$ cat src/hdl/scrm_pkg.sv
`timescale 1ns / 1ps
// Shared types and constants for the step command run merger.
// No dependencies; used by every module of the block.
package scrm_pkg;

    localparam int NUM_MOTORS   = 4;
    localparam int CODE_W       = 2;
    localparam int CODES_W      = NUM_MOTORS * CODE_W;
    localparam int COUNT_W      = 28;
    localparam int MERGED_W     = COUNT_W + 1;

    // A held run above this count takes no further merges.
    localparam logic [MERGED_W-1:0] MERGE_LIMIT = 29'h0fff_ffff;

    // Number of result slots in the output queue.
    localparam int QUEUE_DEPTH  = 2;

    // One accepted input item.
    typedef struct packed {
        logic [CODES_W-1:0] codes;
        logic [COUNT_W-1:0] count;
        logic               last;
    } cmd_t;

    // One result item.
    typedef struct packed {
        logic [CODES_W-1:0]  codes;
        logic [MERGED_W-1:0] count;
        logic                final_flag;
    } res_t;

    // Results produced by one item, in delivery order.
    typedef struct packed {
        logic [1:0] num;
        res_t       first;
        res_t       second;
    } push_t;

endpackage

$ cat src/hdl/scrm_core.sv
`timescale 1ns / 1ps
// Run merge logic: holds the current run and works out the results of one item.
// Depends on scrm_pkg.
module scrm_core (
    input  logic           aclk,
    input  logic           aresetn,
    input  scrm_pkg::cmd_t item,
    input  logic           fire,
    output scrm_pkg::push_t push
);
    import scrm_pkg::*;

    logic                held_valid_reg, held_valid_next;
    logic [CODES_W-1:0]  held_codes_reg, held_codes_next;
    logic [MERGED_W-1:0] held_count_reg, held_count_next;

    logic                nonzero;
    logic                merge;
    logic                displace;
    logic                post_valid;
    logic [CODES_W-1:0]  post_codes;
    logic [MERGED_W-1:0] post_count;
    logic                flush;
    res_t                held_res;
    res_t                post_res;

    // Decide whether the item merges into the held run or starts a new one.
    always_comb begin
        nonzero  = (item.count != '0);
        merge    = nonzero && held_valid_reg && (held_codes_reg == item.codes)
                   && (held_count_reg <= MERGE_LIMIT);
        displace = nonzero && !merge && held_valid_reg;

        post_valid = held_valid_reg;
        post_codes = held_codes_reg;
        post_count = held_count_reg;
        if (merge) begin
            post_count = held_count_reg + {1'b0, item.count};
        end else if (nonzero) begin
            post_valid = 1'b1;
            post_codes = item.codes;
            post_count = {1'b0, item.count};
        end
        flush = item.last && post_valid;
    end

    // Results in order: displaced run first, then the final flush.
    always_comb begin
        held_res = '{codes: held_codes_reg, count: held_count_reg, final_flag: 1'b0};
        post_res = '{codes: post_codes, count: post_count, final_flag: 1'b1};
        push.num    = {1'b0, displace} + {1'b0, flush};
        push.first  = displace ? held_res : post_res;
        push.second = post_res;
    end

    // The last item of a list leaves nothing held.
    always_comb begin
        held_valid_next = held_valid_reg;
        held_codes_next = held_codes_reg;
        held_count_next = held_count_reg;
        if (fire) begin
            if (item.last) begin
                held_valid_next = 1'b0;
                held_codes_next = '0;
                held_count_next = '0;
            end else begin
                held_valid_next = post_valid;
                held_codes_next = post_codes;
                held_count_next = post_count;
            end
        end
    end

    always_ff @(posedge aclk) begin
        if (!aresetn) begin
            held_valid_reg <= 1'b0;
            held_codes_reg <= '0;
            held_count_reg <= '0;
        end else begin
            held_valid_reg <= held_valid_next;
            held_codes_reg <= held_codes_next;
            held_count_reg <= held_count_next;
        end
    end

endmodule

$ cat src/hdl/scrm_queue.sv
`timescale 1ns / 1ps
// Two-slot result queue: takes up to two results a cycle, delivers one.
// Depends on scrm_pkg.
module scrm_queue (
    input  logic            aclk,
    input  logic            aresetn,
    input  scrm_pkg::push_t push,
    input  logic            push_en,
    output logic [1:0]      free_slots,
    output scrm_pkg::res_t  head,
    output logic            head_valid,
    input  logic            pop
);
    import scrm_pkg::*;

    res_t       entry_reg [QUEUE_DEPTH];
    res_t       entry_next [QUEUE_DEPTH];
    logic       rd_ptr_reg, rd_ptr_next;
    logic       wr_ptr_reg, wr_ptr_next;
    logic [1:0] count_reg, count_next;
    logic [1:0] push_num;

    assign push_num   = push_en ? push.num : 2'd0;
    assign head       = entry_reg[rd_ptr_reg];
    assign head_valid = (count_reg != 2'd0);
    // A slot being read out this cycle may be refilled at the same edge.
    assign free_slots = 2'(QUEUE_DEPTH) - count_reg + {1'b0, pop};

    // Slot writes: the first result at the write pointer, the second after it.
    always_comb begin
        for (int i = 0; i < QUEUE_DEPTH; i++) begin
            entry_next[i] = entry_reg[i];
            if (push_num != 2'd0 && wr_ptr_reg == 1'(i)) begin
                entry_next[i] = push.first;
            end
            if (push_num == 2'd2 && wr_ptr_reg != 1'(i)) begin
                entry_next[i] = push.second;
            end
        end
        wr_ptr_next = wr_ptr_reg ^ push_num[0];
        rd_ptr_next = rd_ptr_reg ^ pop;
        count_next  = count_reg + push_num - {1'b0, pop};
    end

    always_ff @(posedge aclk) begin
        for (int i = 0; i < QUEUE_DEPTH; i++) begin
            entry_reg[i] <= entry_next[i];
        end
    end

    always_ff @(posedge aclk) begin
        if (!aresetn) begin
            rd_ptr_reg <= 1'b0;
            wr_ptr_reg <= 1'b0;
            count_reg  <= 2'd0;
        end else begin
            rd_ptr_reg <= rd_ptr_next;
            wr_ptr_reg <= wr_ptr_next;
            count_reg  <= count_next;
        end
    end

endmodule

$ cat src/hdl/step_command_run_merger.sv
`timescale 1ns / 1ps
// Top level of the step command run merger: input register, merge core, result queue.
// Depends on scrm_pkg, scrm_core and scrm_queue.
//
// Usage:
//   Input channel s_*: one stepper command per item (four motor codes, a
//   28-bit repeat count and an is_last mark), valid/ready handshake.
//   Result channel m_*: merged runs with a 29-bit count and a final flag.
//   An accepted item waits in the input register, is compared with the held
//   run and its results are written into a two-slot queue once the queue has
//   room for them; the results are offered on m_* from the queue head.
//   One item is taken per cycle while each item yields at most one result
//   and the receiver does not stall; an item that yields two results can hold
//   back later items, since the queue delivers one result per cycle.
//   Items with a zero count are dropped; a last item flushes the held run.
//   When the receiver stalls, results stay in the queue and the input
//   register holds its item until the queue has room for its results,
//   with s_ready low meanwhile. Reset empties the queue and clears the held run.
module step_command_run_merger (
    input  logic                              aclk,
    input  logic                              aresetn,
    input  logic                              s_valid,
    output logic                              s_ready,
    input  logic [scrm_pkg::CODE_W-1:0]       s_motor0_code,
    input  logic [scrm_pkg::CODE_W-1:0]       s_motor1_code,
    input  logic [scrm_pkg::CODE_W-1:0]       s_motor2_code,
    input  logic [scrm_pkg::CODE_W-1:0]       s_motor3_code,
    input  logic [scrm_pkg::COUNT_W-1:0]      s_repeat_count,
    input  logic                              s_is_last,
    output logic                              m_valid,
    input  logic                              m_ready,
    output logic [scrm_pkg::CODE_W-1:0]       m_out_motor0_code,
    output logic [scrm_pkg::CODE_W-1:0]       m_out_motor1_code,
    output logic [scrm_pkg::CODE_W-1:0]       m_out_motor2_code,
    output logic [scrm_pkg::CODE_W-1:0]       m_out_motor3_code,
    output logic [scrm_pkg::MERGED_W-1:0]     m_merged_count,
    output logic                              m_final_flag
);
    import scrm_pkg::*;

    logic       in_valid_reg, in_valid_next;
    cmd_t       in_item_reg, in_item_next;
    push_t      push;
    logic       fire;
    logic [1:0] free_slots;
    res_t       head;
    logic       pop;

    // The held item goes ahead once the queue can take all of its results.
    assign fire    = in_valid_reg && (push.num <= free_slots);
    assign s_ready = !in_valid_reg || fire;
    assign pop     = m_valid && m_ready;

    // Input register.
    always_comb begin
        in_valid_next = in_valid_reg;
        in_item_next  = in_item_reg;
        if (s_ready) begin
            in_valid_next = s_valid;
            in_item_next  = '{codes: {s_motor3_code, s_motor2_code,
                                      s_motor1_code, s_motor0_code},
                              count: s_repeat_count,
                              last:  s_is_last};
        end
    end

    always_ff @(posedge aclk) begin
        in_item_reg <= in_item_next;
    end

    always_ff @(posedge aclk) begin
        if (!aresetn) begin
            in_valid_reg <= 1'b0;
        end else begin
            in_valid_reg <= in_valid_next;
        end
    end

    scrm_core u_core (
        .aclk    (aclk),
        .aresetn (aresetn),
        .item    (in_item_reg),
        .fire    (fire),
        .push    (push)
    );

    scrm_queue u_queue (
        .aclk       (aclk),
        .aresetn    (aresetn),
        .push       (push),
        .push_en    (fire),
        .free_slots (free_slots),
        .head       (head),
        .head_valid (m_valid),
        .pop        (pop)
    );

    // Result fields from the queue head.
    assign m_out_motor0_code = head.codes[1*CODE_W-1:0*CODE_W];
    assign m_out_motor1_code = head.codes[2*CODE_W-1:1*CODE_W];
    assign m_out_motor2_code = head.codes[3*CODE_W-1:2*CODE_W];
    assign m_out_motor3_code = head.codes[4*CODE_W-1:3*CODE_W];
    assign m_merged_count    = head.count;
    assign m_final_flag      = head.final_flag;

endmodule

$ cat config.mk
export PLATFORM = sky130hd
export DESIGN_NAME = step_command_run_merger
export DESIGN_NICKNAME = d
export VERILOG_FILES = /design/src/hdl/scrm_pkg.sv /design/src/hdl/scrm_core.sv /design/src/hdl/scrm_queue.sv /design/src/hdl/step_command_run_merger.sv
export SDC_FILE = /design/constraint.sdc
export NUM_CORES = 1
export LEC_CHECK = 0
export BUFFER_PORTS_ARGS = -buffer_cell sky130_fd_sc_hd__buf_2
export CAP_MARGIN = 25
export CORE_UTILIZATION = 45
export CTS_CLUSTER_SIZE = 40
export DETAILED_ROUTE_END_ITERATION = 8
export PLACE_DENSITY = 0.63
export SETUP_SLACK_MARGIN = 0.1
export SLEW_MARGIN = 20
export SYNTH_ARGS = -nofsm -noshare
export SYNTH_HDL_FRONTEND = slang
export SYNTH_SLANG_ARGS = --single-unit
$ cat constraint.sdc
create_clock -name aclk -period 14.16 [get_ports aclk]
set_input_delay 1.416 -clock aclk [delete_from_list [all_inputs] [get_ports aclk]]
set_output_delay 1.416 -clock aclk [all_outputs]
set_load 0.05 [all_outputs]
==> results.toml, run 1 <==
[global_route]
grt_util_met1_pct = 30.9
grt_pass1_wl_mm = 34.5
grt_pass1_vias = 6239
grt_use_met3_pct = 4.24
grt-ovfl-total = 0
grt_start_max_net_pins = 39
antenna_found_initial = 1
grt_util_met2_pct = 38.5
busiest_layer = "met2"
grt.total_usage_pct = 23.5

[sta]
final-hold-violation-count = 0
rsz0062_at_grt = "false"
finalMaxSlewViolations = 0
fmax_mhz = 179
slew_headroom_pct = 48.1
hold_slack_ns = 0.504
setup_viol = 0
tightest_slew_ns = 0.776
fin_setup_tns_ns = 0
period_minus_slack_ns = 5.58
fin_crit_sh_pct = 39.4
worst_clock_skew_ns = 0.00800
setup_slack_ns = 8.58

[clock_tree]
clk-insertion-delay-late_ns = 0.43
cts_resized = 0
clockRootBuffer = "clkbuf_16"
tritoncts = "yes"
postCtsHoldBufs = 0
cts_buffers = 17
cts_max_level = 4
clkTransAtPathRegs_ns = 0.06
cts_setup_buffers = 0
clockBufferDepth = 2
clkSinkCount = 157

[detailed_routing]
drtPass1Iterations = 5
drtIter0Drc = 518
wl_per_cell_um = 19.7
routed_via_density = 5.76
drc_errors = 0
drt-total-wl_mm = 22.1
antenna_left = 0
vias = 6440

[placed_design]
dpl.cell_count = 1085
dpl.hpwl_mm = 15.7
port_buffers = 80
place.gp.congestion = 0.966
place_ws_ns = 9.08

[worst_setup_path]
crit_path_end_kind = "primary output"
cp-start-kind = "flip-flop"
cp.required_ns = 12.74
r2r_cells = 16
cp_max_fo = 38
arrival_ns = 4.16
critPathKind = "flip-flop to primary output"

[power_and_ir_drop]
vdd_drop_max_v = 0.0000998
power.leakage_uw = 0.00378
power_density_nw_per_um2 = 170

[floorplanning]
pin_count = 81
die_x_um = 140
coreArea_um2 = 18700
rows = 50
die-area_um2 = 19600
die_y_um = 140
initial_core_util_pct = 45.8

[layout]
finalNonFillerCells = 1118
syn2layout_area_growth_pct = 14.7
final_layout_size_suffix_gt1_share_pct = 23.6
layout_commonest_cell = "edfxtp_1"
largest_reg_flops = 76
fin_util_pct = 52.5
nets = 947
layout_common_cells = "113 x edfxtp_1, 100 x nand2_1, 80 x buf_2, 60 x mux2_2, 51 x a21oi_1"
n_antenna_cell = 0

[logic_synthesis]
synthXorXnorAreaFrac_pct = 3.88
syn-instance-count = 788
synth_edf_count = 113
synth_ff_type = "edfxtp_1"
synth_compound_area_share_pct = 16.5
synth-adder-area-share_pct = 5.20
yosysUniqueCellTypes = 62
ys_seq_area_share_pct = 49.9
synthMuxAreaShare_pct = 8.59
synth_seq_cells = 157
synth_top_family_by_area = "compound AO/OA/AOI/OAI gates"
synth_fp_nets = 864
avgSynthCellArea_um2 = 10.9
async_reset_ff_share_pct = 0
yosys_warnings = 0
syn-cell-area_um2 = 8570
synthSimpleGateAreaFrac_pct = 13.6

[flow_run]
cap_violations = 0

[hold_path]
hp-class = "flip-flop to flip-flop"
hold_depth = 2

[outcome]
status = "complete, no violations"
cell families after synthesis:
logic type / after synthesis
AND/OR/NAND/NOR: 236
AO/OA/AOI/OAI: 219
flip-flops: 157
multiplexers: 66
XOR/XNOR: 38
buffers and inverters: 37
adder cells (fa/ha/maj): 35
area by class of cell:
class | count | area, um^2
clock buffers | 22 | 464
repair buffers | 89 | 488
fillers | 1708 | 8880
well taps | 234 | 293
inverters | 12 | 70.1
flip-flops and latches | 157 | 4280
clock inverters | 10 | 115
multi-input cells | 594 | 4120
layer usage:
metal | up-vias | part of all wire [%] | wire length (um)
met5 | - | 0.059 | 13
met4 | 2 | 2.5 | 554
met3 | 44 | 5.2 | 1140
met2 | 205 | 46 | 10200
met1 | 3067 | 46 | 10100
li1 | 3122 | - | -
worst max-delay path, stage by stage (launching register included):
cell and delay [ns]:
edfxtp_1 0.42, nor4_1 0.50, nand4_1 0.27, or2_1 0.28, buf_4 0.22, o21a_1 0.20
ha_1 0.24, ha_1 0.32, nor2b_1 0.14, o21ai_2 0.15, inv_1 0.08, nand2_2 0.06
buf_4 0.46, buf_2 0.37
cell usage after synthesis (all sizes together), types with 14 or more instances:
library cell / instances / share of area [%]
dfxtp: 44 / 10
nor2b: 19 / 1.4
edfxtp: 113 / 40
a21o: 14 / 1.2
ha: 34 / 5.0
a22oi: 28 / 2.5
a21oi: 52 / 3.0
mux2: 60 / 7.9
nor2: 60 / 3.3
nand2: 104 / 4.8
xnor2: 28 / 2.9
buf: 14 / 0.98
o21ai: 62 / 3.7
where the power goes:
group          total, uW  internal [uW]  switching, uW
Combinational        582            199            383
Sequential           631            578           52.6
Clock                452            268            184
Total               1670           1050            620
per-stage QoR:
step | area (um^2) | power [uW]
after CTS | 9800 | 1670
after global placement | 9220 | 1210
after detailed placement | 9220 | 1220
after floorplan | 8570 | 1080
after global routing | 9820 | 1740
final | 9820 | 1670
worst paths after layout:
path / to / slack [ns] / from
setup / recovery: s_ready / 8.58 / in_item_reg[14]$_DFFE_PP_
hold reg to reg: u_core.held_count_reg[15]$_SDFFE_PN0N_ / 0.50 / u_core.held_count_reg[15]$_SDFFE_PN0N_
setup reg to reg: u_core.held_count_reg[26]$_SDFFE_PN0N_ / 9.03 / in_item_reg[14]$_DFFE_PP_
hold / removal: u_core.held_count_reg[15]$_SDFFE_PN0N_ / 0.50 / u_core.held_count_reg[15]$_SDFFE_PN0N_
Power figures use the tool's default switching activity.
==> run 2, diff against run 1 <==
- clock period: 14.16 -> 5.3 ns (I/O delays scaled with it)
==> results.toml, run 2 (synthesized netlist as in run 1, its figures left out) <==
[hold_path]
hp-class = "primary input to flip-flop"

[clock_tree]
clockRootBuffer = "clkbuf_16"
cts_setup_buffers = 0
clockBufferDepth = 2
cts_resized = 0
cts_max_level = 4
clkTransAtPathRegs_ns = 0.07
cts_buffers = 17
postCtsHoldBufs = 0
tritoncts = "yes"
clkSinkCount = 157
clk-insertion-delay-late_ns = 0.44

[global_route]
grt-ovfl-total = 0
grt.total_usage_pct = 24.0
grt_start_max_net_pins = 39
grt_pass1_wl_mm = 35.0
grt_pass1_vias = 6119
antenna_found_initial = 0

[floorplanning]
pin_count = 81
die-area_um2 = 19600
die_y_um = 140
rows = 50
initial_core_util_pct = 45.8
die_x_um = 140
coreArea_um2 = 18700

[worst_setup_path]
cp-start-kind = "flip-flop"
arrival_ns = 4.78
cp.required_ns = 5.65
cp_max_fo = 16
critPathKind = "flip-flop to flip-flop"
crit_path_end_kind = "flip-flop"

[placed_design]
port_buffers = 80
place.gp.congestion = 0.920
dpl.cell_count = 1087
dpl.hpwl_mm = 16.2

[layout]
final_layout_size_suffix_gt1_share_pct = 24.3
largest_reg_flops = 76
n_fill_cell = 1653
finalNonFillerCells = 1120
layout_common_cells = "113 x edfxtp_1, 100 x nand2_1, 80 x buf_2, 60 x mux2_2, 51 x a21oi_1"
layout_commonest_cell = "edfxtp_1"
syn2layout_area_growth_pct = 15.8
n_antenna_cell = 0
nets = 949

[power_and_ir_drop]
power.leakage_uw = 0.00384
vdd_drop_max_v = 0.000264
power_density_nw_per_um2 = 467

[detailed_routing]
drtIter0Drc = 481
vias = 6389
drc_errors = 0
wl_per_cell_um = 20.1
drt-total-wl_mm = 22.5
drtPass1Iterations = 5
antenna_left = 0
routed_via_density = 5.70

[sta]
tightest_slew_ns = 0.766
slew_headroom_pct = 48.6
finalMaxSlewViolations = 0
final-hold-violation-count = 0
worst_clock_skew_ns = 0.0123
setup_viol = 0
period_minus_slack_ns = 4.44
fin_crit_sh_pct = 83.7
fin_setup_tns_ns = 0
rsz0062_at_grt = "false"
fmax_mhz = 225

[outcome]
status = "complete, no violations"

[flow_run]
cap_violations = 0
==> run 2: changes by cell type in the layout (fill, tap and decap cells not counted), moves of 2 or more <==
cell / change
bufinv_16: +2
clkbuf_1: -3
clkbuf_8: -2
clkinvlp_4: -2
inv_6: +3
inv_8: +4
==> run 2: final cells by class <==
type,instances,area [um^2],share of cell area [%]
Clock buffer,17,425,4.29
Clock inverter,15,223,2.24
Inverter,12,70.1,0.706
Multi-Input combinational cell,594,4120,41.5
Sequential cell,157,4280,43.1
Tap cell,234,293,2.95
Timing Repair Buffer,91,515,5.20
==> run 2: power by group <==
group | internal, uW | switching, uW | leakage [uW]
Combinational | 540 | 1040 | 0.00209
Clock | 807 | 548 | 0.000309
Sequential | 1540 | 151 | 0.00144
Total | 2890 | 1740 | 0.00384
==> run 2: layer usage <==
layer,wire length [um],GRT usage [%],up-vias
met4,388,7.06,0
met2,10300,37.5,201
met1,10500,33.4,3046
met3,1400,5.30,25
met5,0,0,-
li1,-,-,3117
==> run 2: per-stage QoR <==
step | power, uW | setup slack, ns | instance area (um^2) | utilization, % | hold WS, ns
5_1_grt | 4840 | 0.555 | 9920 | 53.0 | 0.246
2_1_floorplan | 2880 | 0.146 | 8570 | - | 0.460
3_5_place_dp | 3280 | 1.00 | 9250 | 49.4 | 0.500
6_report | 4630 | 0.865 | 9920 | 53.0 | 0.260
3_3_place_gp | 3280 | 1.11 | 9250 | 49.4 | 0.497
4_1_cts | 4640 | 0.824 | 9890 | 52.9 | 0.246
==> run 2: worst paths after layout <==
| kind | from | to | slack (ns) | depth (start not counted) |
|---|---|---|---|---|
| max | in_item_reg[15]$_DFFE_PP_ | u_core.held_count_reg[18]$_SDFFE_PN0N_ | 0.86 | 17 |
| min | s_repeat_count[6] | in_item_reg[7]$_DFFE_PP_ | 0.26 | 1 |
| min reg2reg | u_core.held_count_reg[28]$_SDFFE_PN0N_ | u_core.held_count_reg[28]$_SDFFE_PN0N_ | 0.52 | 2 |
| max reg2reg | in_item_reg[15]$_DFFE_PP_ | u_core.held_count_reg[18]$_SDFFE_PN0N_ | 0.86 | 17 |
==> run 2: critical path, cell delays in order, from the launching register on <==
cell,delay [ns]
edfxtp_1,0.50
nor4_1,0.51
nand4_1,0.26
nor2_2,0.19
nor2_2,0.09
and2_1,0.18
ha_1,0.26
ha_1,0.32
nor2b_1,0.14
o21ai_2,0.14
nand2_1,0.08
buf_4,0.21
nor2_1,0.21
and2_1,0.30
nand2_1,0.27
nor2_1,0.40
a22oi_1,0.14
o21ai_0,0.12
